File: src/design/qsbs_pkg.sv
package qsbs_pkg;

    typedef struct packed {
        logic signed [31:0] coefficient;
        logic               last_coefficient;
    } in_item_t;

    typedef struct packed {
        logic signed [31:0] codeword;
        logic [5:0]         coef_index;
        logic [30:0]        final_step;
        logic [6:0]         nonzero_count;
        logic [11:0]        total_bits;
        logic [6:0]         passes_used;
        logic               within_tolerance;
        logic               last_codeword;
    } out_item_t;

    typedef enum logic [3:0] {
        ST_LOAD,
        ST_MAX,
        ST_PASS_START,
        ST_DIV_START,
        ST_DIV_WAIT,
        ST_BITS,
        ST_DECIDE,
        ST_EMIT_START,
        ST_EMIT_DIV,
        ST_EMIT_OUT
    } state_t;

    localparam int unsigned REG_TARGET    = 0;
    localparam int unsigned REG_TOLERANCE = 1;
    localparam int unsigned REG_MAX_ITER  = 2;

    localparam int unsigned CFG_IDX_W  = 2;
    localparam int unsigned CFG_DATA_W = 22;

    // divider handshake between the sequencer and the shared divider
    typedef struct packed {
        logic        start;
        logic [31:0] dividend;
        logic [31:0] divisor;
    } div_req_t;

    typedef struct packed {
        logic        done;
        logic [31:0] quotient;
    } div_rsp_t;

endpackage

File: src/design/qsbs_ram.sv
module qsbs_ram #(
    parameter int unsigned WIDTH = 32,
    parameter int unsigned DEPTH = 32
) (
    input  logic                     clk,
    input  logic                     we,
    input  logic [$clog2(DEPTH)-1:0] waddr,
    input  logic [WIDTH-1:0]         wdata,
    input  logic [$clog2(DEPTH)-1:0] raddr,
    output logic [WIDTH-1:0]         rdata
);

    logic [WIDTH-1:0] mem [DEPTH];

    // one write port, registered read
    always_ff @(posedge clk)
    begin
        if (we)
        begin
            mem[waddr] <= wdata;
        end
        rdata <= mem[raddr];
    end

endmodule

File: src/design/qsbs_div.sv
module qsbs_div (
    input  logic                clk,
    input  logic                rst_n,
    input  qsbs_pkg::div_req_t  req,
    output qsbs_pkg::div_rsp_t  rsp
);
    import qsbs_pkg::*;

    logic [31:0] rem_reg, rem_next;
    logic [31:0] quo_reg, quo_next;
    logic [31:0] den_reg, den_next;
    logic [5:0]  cnt_reg, cnt_next;
    logic        busy_reg, busy_next;
    logic        done_reg, done_next;
    logic [32:0] trial;

    // restoring divide of unsigned magnitudes, one quotient bit per cycle
    always_comb
    begin
        rem_next  = rem_reg;
        quo_next  = quo_reg;
        den_next  = den_reg;
        cnt_next  = cnt_reg;
        busy_next = busy_reg;
        done_next = 1'b0;
        trial     = {rem_reg, quo_reg[31]} - {1'b0, den_reg};
        if (req.start)
        begin
            rem_next  = '0;
            quo_next  = req.dividend;
            den_next  = req.divisor;
            cnt_next  = 6'd32;
            busy_next = 1'b1;
        end
        else if (busy_reg)
        begin
            if (!trial[32])
            begin
                rem_next = trial[31:0];
                quo_next = {quo_reg[30:0], 1'b1};
            end
            else
            begin
                rem_next = {rem_reg[30:0], quo_reg[31]};
                quo_next = {quo_reg[30:0], 1'b0};
            end
            cnt_next = cnt_reg - 6'd1;
            if (cnt_reg == 6'd1)
            begin
                busy_next = 1'b0;
                done_next = 1'b1;
            end
        end
    end

    always_ff @(posedge clk or negedge rst_n)
    begin
        if (!rst_n)
        begin
            busy_reg <= 1'b0;
            done_reg <= 1'b0;
            cnt_reg  <= '0;
        end
        else
        begin
            busy_reg <= busy_next;
            done_reg <= done_next;
            cnt_reg  <= cnt_next;
        end
    end

    always_ff @(posedge clk)
    begin
        rem_reg <= rem_next;
        quo_reg <= quo_next;
        den_reg <= den_next;
    end

    assign rsp.done     = done_reg;
    assign rsp.quotient = quo_reg;

endmodule

File: src/design/quant_step_bisection_search_top.sv
// Bisection quantizer step search over one block of signed Q16.16 coefficients.
// Input channel: in_valid / in_stall carry coefficient and last_coefficient. A
// coefficient is taken whenever in_valid is high while loading; the transfer with
// last_coefficient set closes the block and starts the search.
// During the search and emission in_stall stays high.
// Search: one pass over the stored coefficients for the positive maximum,
// then each bisection pass divides every coefficient through one shared
// restoring divider. The number of passes is at most max_iterations,
// clamped to the range 1 to 64.
// Output channel: out_valid / out_stall carry one result per stored coefficient,
// in store order; emission recomputes each codeword with the same divider,
// starting each division only once the previous result has been or is being taken.
// A stalled result holds in the output register until taken.
// Configuration: cfg_we, cfg_index, cfg_data write a register, to be used only
// while the block is idle.
// Reset (rst_n low, asynchronous) empties the block and restores the register
// defaults; no clearing pass is needed.
module quant_step_bisection_search_top #(
    parameter int unsigned N_COEFS   = 32,
    parameter int unsigned FRAC_BITS = 16
) (
    input  logic                                clk,
    input  logic                                rst_n,
    input  logic                                in_valid,
    output logic                                in_stall,
    input  qsbs_pkg::in_item_t                  in_data,
    output logic                                out_valid,
    input  logic                                out_stall,
    output qsbs_pkg::out_item_t                 out_data,
    input  logic                                cfg_we,
    input  logic [qsbs_pkg::CFG_IDX_W-1:0]      cfg_index,
    input  logic [qsbs_pkg::CFG_DATA_W-1:0]     cfg_data
);
    import qsbs_pkg::*;

    localparam int unsigned AW = $clog2(N_COEFS);
    localparam int unsigned CW = $clog2(N_COEFS + 1);

    state_t state_reg, state_next;

    logic [21:0] target_reg, tol_reg;
    logic [6:0]  max_iter_reg;

    logic [CW-1:0] count_reg, count_next;
    logic [CW-1:0] idx_reg, idx_next;
    logic [31:0]   step_reg, step_next;
    logic [31:0]   low_reg, low_next;
    logic [31:0]   high_reg, high_next;
    logic [31:0]   used_reg, used_next;
    logic [6:0]    pass_reg, pass_next;
    logic signed [31:0] maxpos_reg, maxpos_next;
    logic [31:0]   qmax_reg, qmax_next;
    logic [6:0]    nnz_reg, nnz_next;
    logic [11:0]   total_reg, total_next;
    logic          inside_reg, inside_next;
    logic          out_valid_reg, out_valid_next;
    out_item_t     out_reg, out_next;

    logic          we;
    logic [AW-1:0] waddr, raddr;
    logic [AW-1:0] rd_addr_reg;
    logic          rd_ok;
    logic [31:0]   rdata;
    logic signed [31:0] coef_rd;

    div_req_t dreq;
    div_rsp_t drsp;
    logic [31:0] mag;
    logic signed [31:0] code;
    logic [31:0] code_pos;

    logic [6:0]  limit;
    logic [5:0]  bits;
    logic [31:0] qv;
    logic [63:0] lhs, tgt, tol_w;
    logic        inside_w;

    qsbs_ram #(.WIDTH(32), .DEPTH(N_COEFS)) u_store (
        .clk   (clk),
        .we    (we),
        .waddr (waddr),
        .wdata (in_data.coefficient),
        .raddr (raddr),
        .rdata (rdata)
    );

    qsbs_div u_div (
        .clk   (clk),
        .rst_n (rst_n),
        .req   (dreq),
        .rsp   (drsp)
    );

    assign coef_rd  = signed'(rdata);
    assign in_stall = (state_reg != ST_LOAD);
    assign we       = in_valid && !in_stall && (count_reg < CW'(N_COEFS));
    assign waddr    = count_reg[AW-1:0];
    assign raddr    = idx_reg[AW-1:0];
    assign rd_ok    = (rd_addr_reg == raddr);
    assign mag      = coef_rd[31] ? (32'd0 - rdata) : rdata;
    assign code     = coef_rd[31] ? signed'(32'd0 - drsp.quotient) : signed'(drsp.quotient);
    assign code_pos = code[31] ? 32'd0 : code;

    assign limit = (max_iter_reg == 7'd0) ? 7'd1 :
                   (max_iter_reg > 7'd64) ? 7'd64 : max_iter_reg;

    // bits per nonzero: ceil(log2 qmax) + 1
    always_comb
    begin
        qv   = qmax_reg - 32'd1;
        bits = 6'd1;
        for (int b = 0; b < 32; b++)
        begin
            if (qv[b])
            begin
                bits = 6'(b + 2);
            end
        end
        if (qmax_reg == 32'd0)
        begin
            bits = 6'd1;
        end
    end

    assign lhs      = 64'(total_reg) << FRAC_BITS;
    assign tgt      = 64'(target_reg) * 64'(count_reg);
    assign tol_w    = 64'(tol_reg) * 64'(count_reg);
    assign inside_w = (lhs + tol_w > tgt) && (lhs < tgt + tol_w);

    // configuration registers
    always_ff @(posedge clk or negedge rst_n)
    begin
        if (!rst_n)
        begin
            target_reg   <= 22'd66;
            tol_reg      <= 22'd7;
            max_iter_reg <= 7'd51;
        end
        else if (cfg_we)
        begin
            unique case (cfg_index)
                CFG_IDX_W'(REG_TARGET):    target_reg   <= cfg_data;
                CFG_IDX_W'(REG_TOLERANCE): tol_reg      <= cfg_data;
                CFG_IDX_W'(REG_MAX_ITER):  max_iter_reg <= cfg_data[6:0];
                default: ;
            endcase
        end
    end

    // sequencer
    always_comb
    begin
        state_next     = state_reg;
        count_next     = count_reg;
        idx_next       = idx_reg;
        step_next      = step_reg;
        low_next       = low_reg;
        high_next      = high_reg;
        used_next      = used_reg;
        pass_next      = pass_reg;
        maxpos_next    = maxpos_reg;
        qmax_next      = qmax_reg;
        nnz_next       = nnz_reg;
        total_next     = total_reg;
        inside_next    = inside_reg;
        out_valid_next = out_valid_reg;
        out_next       = out_reg;
        dreq.start     = 1'b0;
        dreq.dividend  = mag;
        dreq.divisor   = step_reg;

        if (out_valid_reg && !out_stall)
        begin
            out_valid_next = 1'b0;
        end

        unique case (state_reg)
            ST_LOAD:
            begin
                if (in_valid)
                begin
                    if (we)
                    begin
                        count_next = count_reg + CW'(1);
                    end
                    if (in_data.last_coefficient && (we || count_reg != '0))
                    begin
                        idx_next    = '0;
                        maxpos_next = '0;
                        state_next  = ST_MAX;
                    end
                end
            end
            ST_MAX:
            begin
                // idx leads the registered read data by one entry
                if (idx_reg != '0 && coef_rd > maxpos_reg)
                begin
                    maxpos_next = coef_rd;
                end
                if (idx_reg == count_reg)
                begin
                    state_next = ST_PASS_START;
                end
                else
                begin
                    idx_next = idx_reg + CW'(1);
                end
                if (idx_reg == count_reg)
                begin
                    if (idx_reg != '0 && coef_rd > maxpos_reg)
                    begin
                        step_next = rdata;
                    end
                    else
                    begin
                        step_next = (maxpos_reg < 1) ? 32'd1 : maxpos_reg;
                    end
                    high_next = step_next;
                    low_next  = 32'd1;
                    pass_next = '0;
                end
            end
            ST_PASS_START:
            begin
                idx_next   = '0;
                nnz_next   = '0;
                qmax_next  = '0;
                state_next = ST_DIV_START;
            end
            ST_DIV_START:
            begin
                // start once the read data belongs to idx
                if (rd_ok)
                begin
                    dreq.start = 1'b1;
                    state_next = ST_DIV_WAIT;
                end
            end
            ST_DIV_WAIT:
            begin
                if (drsp.done)
                begin
                    if (code != 0)
                    begin
                        nnz_next = nnz_reg + 7'd1;
                    end
                    if (code_pos > qmax_reg)
                    begin
                        qmax_next = code_pos;
                    end
                    if (idx_reg + CW'(1) == count_reg)
                    begin
                        state_next = ST_BITS;
                    end
                    else
                    begin
                        idx_next   = idx_reg + CW'(1);
                        state_next = ST_DIV_START;
                    end
                end
            end
            ST_BITS:
            begin
                total_next = 12'(nnz_reg) * 12'(bits);
                state_next = ST_DECIDE;
            end
            ST_DECIDE:
            begin
                used_next = step_reg;
                if (lhs > tgt)
                begin
                    low_next  = step_reg;
                    step_next = 32'((33'(step_reg) + 33'(high_reg)) >> 1);
                end
                else if (lhs < tgt)
                begin
                    high_next = step_reg;
                    step_next = 32'((33'(step_reg) + 33'(low_reg)) >> 1);
                end
                pass_next   = pass_reg + 7'd1;
                inside_next = inside_w;
                if (inside_w || (pass_reg + 7'd1 >= limit))
                begin
                    idx_next   = '0;
                    state_next = ST_EMIT_START;
                end
                else
                begin
                    state_next = ST_PASS_START;
                end
            end
            ST_EMIT_START:
            begin
                dreq.divisor = used_reg;
                if (rd_ok && (!out_valid_reg || !out_stall))
                begin
                    dreq.start = 1'b1;
                    state_next = ST_EMIT_DIV;
                end
            end
            ST_EMIT_DIV:
            begin
                dreq.divisor = used_reg;
                if (drsp.done)
                begin
                    out_next.codeword         = code;
                    out_next.coef_index       = 6'(idx_reg);
                    out_next.final_step       = used_reg[30:0];
                    out_next.nonzero_count    = nnz_reg;
                    out_next.total_bits       = total_reg;
                    out_next.passes_used      = pass_reg;
                    out_next.within_tolerance = inside_reg;
                    out_next.last_codeword    = (idx_reg + CW'(1) == count_reg);
                    out_valid_next            = 1'b1;
                    state_next                = ST_EMIT_OUT;
                end
            end
            ST_EMIT_OUT:
            begin
                if (idx_reg + CW'(1) == count_reg)
                begin
                    count_next = '0;
                    state_next = ST_LOAD;
                end
                else
                begin
                    idx_next   = idx_reg + CW'(1);
                    state_next = ST_EMIT_START;
                end
            end
            default:
            begin
                state_next = ST_LOAD;
            end
        endcase
    end

    always_ff @(posedge clk or negedge rst_n)
    begin
        if (!rst_n)
        begin
            state_reg     <= ST_LOAD;
            count_reg     <= '0;
            idx_reg       <= '0;
            step_reg      <= '0;
            low_reg       <= '0;
            high_reg      <= '0;
            pass_reg      <= '0;
            out_valid_reg <= 1'b0;
        end
        else
        begin
            state_reg     <= state_next;
            count_reg     <= count_next;
            idx_reg       <= idx_next;
            step_reg      <= step_next;
            low_reg       <= low_next;
            high_reg      <= high_next;
            pass_reg      <= pass_next;
            out_valid_reg <= out_valid_next;
        end
    end

    // search payload registers
    always_ff @(posedge clk)
    begin
        used_reg    <= used_next;
        maxpos_reg  <= maxpos_next;
        qmax_reg    <= qmax_next;
        nnz_reg     <= nnz_next;
        total_reg   <= total_next;
        inside_reg  <= inside_next;
        out_reg     <= out_next;
        rd_addr_reg <= raddr;
    end

    assign out_valid = out_valid_reg;
    assign out_data  = out_reg;

endmodule

File: config.mk
export PLATFORM = sky130hd
export DESIGN_NAME = quant_step_bisection_search_top
export DESIGN_NICKNAME = d
export VERILOG_FILES = /design/src/design/qsbs_pkg.sv /design/src/design/qsbs_ram.sv /design/src/design/qsbs_div.sv /design/src/design/quant_step_bisection_search_top.sv
export SDC_FILE = /design/constraint.sdc
export NUM_CORES = 2
export LEC_CHECK = 0
export BUFFER_PORTS_ARGS = -buffer_cell sky130_fd_sc_hd__buf_4
export CAP_MARGIN = 15
export CORE_MARGIN = 5
export CORE_UTILIZATION = 55
export DETAILED_ROUTE_END_ITERATION = 8
export PLACE_DENSITY = 0.71
export SLEW_MARGIN = 20
export SYNTH_ARGS = -nofsm -noshare
export SYNTH_HDL_FRONTEND = slang
export SYNTH_SLANG_ARGS = --single-unit
File: constraint.sdc
create_clock -name clk -period 31.6 [get_ports clk]
set_clock_uncertainty 0.1 [all_clocks]
set_input_delay 3.16 -clock clk [delete_from_list [all_inputs] [get_ports clk]]
set_output_delay 3.16 -clock clk [all_outputs]
set_load 0.1 [all_outputs]
Word level (Yosys, flattened, before mapping)
Memories as Yosys holds them, arrays and structs flattened. A register that Yosys moved wholly into a read port is not among the register bits.
Cells that the tools add are included.
Storage, ports and cells
  bits in registers: 493
  bits in writable memories: 1024
  input bits: 62
  output and inout bits: 99
  word-level logic and storage cells: 239
  memories: 1
Memories
  u_store.mem: depth 32, width 32, read ports 1, clocked after Yosys merged registers in 1, write ports 1, RTL line qsbs_ram.sv:13  | logic [WIDTH-1:0] mem [DEPTH];
Cells by class
  add/sub/neg operators: 13
  $mul: 3
  order comparisons: 10
  equal/unequal tests: 33
  mux-type cells: 105
  reduce and logical (&&, ||, !) cells: 42
Operator list (number)
  32-bit two-way mux: 20
  32-bit case mux with 2 select lines: 5
  6-bit two-way mux: 38
  32-bit by 32-bit adder with 33-bit output: 2
  1-bit by 32-bit subtractor with 32-bit output (first input constant): 2
  28-bit by 28-bit adder with 29-bit output: 2
  22-bit by 6-bit multiplier with 28-bit output: 2
  4-bit case mux with 10 select lines: 1
  6-bit case mux with 6 select lines: 1
  7-bit two-way mux: 5
  33-bit by 32-bit subtractor with 33-bit output: 1
  31-bit by 32-bit > comparator with 1-bit output: 1
  32-bit > comparator: 1
  32-bit zero test: 1
  32-bit by 2-bit less-than comparator with 1-bit output (second input constant): 1
  32-bit nonzero test: 1
  32-bit by 1-bit subtractor with 32-bit output (second input constant): 1
  31-bit two-way mux: 1
  2-bit != test (second input constant): 15
  29-bit by 28-bit > comparator with 1-bit output: 1
  28-bit by 29-bit less-than comparator with 1-bit output: 1
  28-bit > comparator: 1
  28-bit less-than comparator: 1
  4-bit two-way mux: 7
  39 further kinds: 94

Longest topological paths before layout
  depth after elaboration: 35
  mapped depth: 45
  mapped depth without buffers: 42

By module
From an unflattened synthesis, not the netlist that was laid out.
Unflattened totals
  cell total of the unflattened synthesis: 6557
  area, all modules: 80462.2 um^2
Modules (own cells, without submodules)
  qsbs_ram: instances 1, cells each 2260, area an instance 40492.6 um^2, seq. area each 31390.1 um^2
  quant_step_bisection_search_top: instances 1, cells each 3654, area an instance 33647.3 um^2, seq. area each 10756.6 um^2
  qsbs_div: instances 1, cells each 643, area an instance 6322.3 um^2, seq. area each 2762.6 um^2

Worst setup path after synthesis
No wires, ideal clock.
  path type: reg2reg
  start point: register count_reg[2]
  end point: register step_reg[29]
  setup time: 82 ps
  arrival: 10020 ps
  required time: 31418 ps
  path slack: 21397 ps
  stages on the path, launching flop included: 44
  path buffers: 4
  period minus slack after synthesis: 10203 ps
  path through: dfrtp_1 > clkbuf_1 > clkbuf_1 > clkbuf_1 > nand2_1 > fa_1 > fa_1 > inv_1 > fa_1 > ha_1 > nor4_1 > o211ai_1 > a31o_2 > a21oi_1 > o21ai_0 > a21oi_1 > o21ai_0 > a31oi_1 > (+8 left out) > nor3_1 > nand4_1 > o31ai_1 > clkbuf_1 > mux2_2 > ha_1 > a21o_1 > a21oi_1 > o21bai_1 > a21o_1 > a21oi_1 > o21ai_0 > a32oi_1 > a21oi_1 > nor2b_1 > o21a_1 > o41a_1 > o22ai_1
Between the ends
  longest elaborated chain between the ends: 4
  elaborated cells on any way between the ends: 9
  classes of those cells: 1 x mul; 2 x order compare; 3 x eq/ne; 2 x mux; 1 x reduce/logical
Ends and longest elaborated chain
  from (decl): RTL line quant_step_bisection_search_top.sv:44  | logic [CW-1:0] count_reg, count_next;
  from (signal assigned): RTL line quant_step_bisection_search_top.sv:355  | count_reg <= count_next;
  22-bit by 6-bit multiplier with 28-bit output: RTL line quant_step_bisection_search_top.sv:126  | assign tgt = 64'(target_reg) * 64'(count_reg);
  28-bit > comparator / 28-bit less-than comparator (equally long branches): RTL line quant_step_bisection_search_top.sv:271, quant_step_bisection_search_top.sv:276
  3-bit != test (no line) / 32-bit two-way mux (equally long branches)
  3-bit AND reduction (no line) / 32-bit case mux with 2 select lines (equally long branches)
  to (signal assigned): RTL line quant_step_bisection_search_top.sv:357  | step_reg <= step_next;
  to (decl): RTL line quant_step_bisection_search_top.sv:46  | logic [31:0] step_reg, step_next;
Parallel ways exist; a longest one is shown, timed or not.
A chain may end at the register's enable or synchronous reset.

Worst setup path after layout
  start point: register count_reg[0]
  end point: register step_reg[29]
The elaborated chain is that of the path after synthesis.

==> impl_results.md <==
- Worst Tran Pin Value: 1.12 ns
- Syn nets: 6240
- Die Area: 150000 um^2
- Final Max Slew Viols: 0
- Post-synth top area share: 50.0%
- Min Tclk post-route: about 12 ns
- Max clock buf depth: 3
- R2r worst-path depth: 41
- Worst r2r src: count_reg[0]
- Layout cells sized above 1: 17.8%
- Clock Sink Count: 1548
- Cell Rows: 138
- Cell variety after synth: 86
- Top post-synthesis cells by area: edfxtp_1 50%, mux4_2 9.2%, dfrtp_1 5.4%, ha_1 5.3%, fa_1 4.8%
- Routed WL: 196000 um
- Mapped Area: 78100 um^2
- Outcome: completed
- Core ar.: 141000 um^2
- Drt wl/cell: between 20 and 30 um
- Slowest cell on the critical path: dfrtp_2
- Max Freq: 84.0 MHz
- Routability cong.: 0.904
- Slowest stage delay, CP: 1.04 ns
- CTS Buf Count: 157
- Cell taking the most area after synthesis: edfxtp_1
- Post-synthesis sequential area ratio: 57.5%
- DRC errors left: 0
- Arrival time worst endpoint: 12.52 ns
- Final net count: 6404
- DRT iter0 DRCs: 4931
- Initial core utilization: 55.2%
- DP Wirelength: about 120000 um
- TritonRoute pass-1 iters: 5
- Critical-path maximum fanout: 50
- Clock root cell: clkbuf_16
- H-tree lvl count: 4
- RSZ-0062 raised after global routing: no
- Max Cap Viol: 0
- Chip width: 387 um
- Number of buffers added for setup after CTS: 0
- Total GRT Usage: 26.0%
- Reg2reg setup slack: 19.70 ns
- First-pass GRT wire length: roughly 300000 um
- EDFF count, synth: 1300
- Reg with most FFs: u_store.mem
- Fin util: 61.7%
- Final Hold Vio Count: 0
- Most Crowded Layer GR: met2
- Setup TNS: 0 ns
- Max transition margin: around a quarter
- Leak pwr: 32.3 nW
- Worst IR Drop VDD: 140 uV
- Total power: 10.2 mW
- Synth Warn #: 0
- Initial antenna violation count: 16
- Pwr/cell area: roughly 120 nW/um^2
- FFs w/ async S/R, synth: a little under an eighth
- Fin crit share: a little under two fifths
- M1 GR Usage: 37.3%
- Vias in the first global route: 47.7k
- Io pins: 161
- Worst-path clk slew: 0.06 ns
- Hold WC Path Type: flip-flop to flip-flop
- Met3 Use GR: between 4 and 5%
- Startpoint types: flip-flop
- Count of final setup violators: 0
- CTS tree: done
- Clk Latency, worst-skew pair: a little over 0.8 ns
- Chip height: 387 um
- Setup crit end: step_reg[29]
- Via density: 6.14
- CP Class: flip-flop to flip-flop
- Largest net degree at the start of global routing: 117
- Reg2reg end: step_reg[29]
- CP startpoint: count_reg[0]
- M2 GR Usage: 41.6%
- Syn Area/Cell: around 14 um^2
- Worst EP required: 32.22 ns
- Most used DFF post-synth: edfxtp_1
- CTS Hold Bufs: 0
- Antenna Nets Post-Route: 0
- Area grow syn2layout: 11.7%
- Syn Inst Count: 5662
- IO buf count: 160
- Register bit total from synthesis: between 1.5k and 2k
- Element type at the critical path end: flip-flop
- Post-CTS resize count: 0
- Via count: just under 50k
- Grt ovf: 0
- Top cell by count, worst path: a21oi_1
- Max FFs per register: 1024
-- kinds of logic after synthesis --
family          count (synthesis)  synth area share [%]
buf+inv                       619                  2.98
fa+ha+maj                     516                  10.1
compound gates                884                  7.07
mux                           498                  11.8
xor+xnor                      219                  2.46
flops                        1548                  57.5
simple gates                 1378                  8.20
-- through the flow --
step                instance area, um^2  worst slack, ns  cells  hold WS (ns)
CTS                               87100            19.79   7847         0.343
floorplan                         78100            21.40   5662         0.285
global placement                  81800            20.03   7554         0.323
finish                            87200            19.70   7856         0.342
detailed placement                81800            19.84   7554         0.329
global route                      87200            18.79   7850         0.351
-- worst min-delay path by stage --
stage,start,end,cells past startpoint
4_1_cts,used_reg[4],out_data[32],0
6_report,used_reg[4],out_data[32],0
3_5_place_dp,used_reg[26],out_data[54],0
5_1_grt,inside_reg,out_data[1],0
3_3_place_gp,used_reg[15],out_data[43],0
2_1_floorplan,idx_reg[1],rd_addr_reg[1],0
-- metal layers --
metal	wire, um	up-vias
li1	-	21400
met1	81700	24400
met2	92900	2127
met3	16600	322
met4	5200	10
met5	83	-
-- final cells by class --
| class | count | area [um^2] |
|---|---|---|
| fillers | 10400 | 54200 |
| flip-flops and latches | 1548 | 44900 |
| multi-input cells | 3495 | 31300 |
| clock buffers | 187 | 4110 |
| well taps | 1890 | 2360 |
| repair buffers | 237 | 1860 |
| inverters | 387 | 1450 |
| clock inverters | 106 | 1240 |
| diodes | 6 | 15.0 |
-- where the power goes --
part | internal [mW] | total (mW) | switching, mW | leakage [nW]
registers | 2.54 | 2.87 | 0.334 | 14.5
clock network | 1.09 | 1.91 | 0.820 | 2.59
logic | 2.27 | 5.42 | 3.14 | 15.1
total | 5.90 | 10.2 | 4.30 | 32.3
-- cells in the mapped netlist, drive strengths merged (98+ instances only) --
cell,count
a21oi,250
clkbuf,171
dfrtp,170
edfxtp,1300
fa,186
ha,330
inv,386
mux2,158
mux4,320
nand2,528
nor2,358
o21ai,247
xnor2,98
xor2,121
-- cell usage in the layout (no fill, tap or decap), types with 159 or more instances in the layout --
cell	Yosys	routed
mux4_2	320	320
dfrtp_1	170	159
o21ai_0	243	242
edfxtp_1	1300	1300
fa_1	186	186
ha_1	330	330
nand2_1	528	527
nor2_1	358	324
buf_4	0	231
a21oi_1	250	249
inv_1	386	386
-- critical path: cells and delay by family (launching register included) --
kind            cells  cell delay (ns)
buf+inv             2             0.53
xor+xnor            1             0.16
mux                 1             0.47
compound gates     22             5.09
fa+ha+maj           6             2.53
flops               1             1.04
simple gates        9             1.82
No activity file was read; power rests on OpenSTA's default activity.
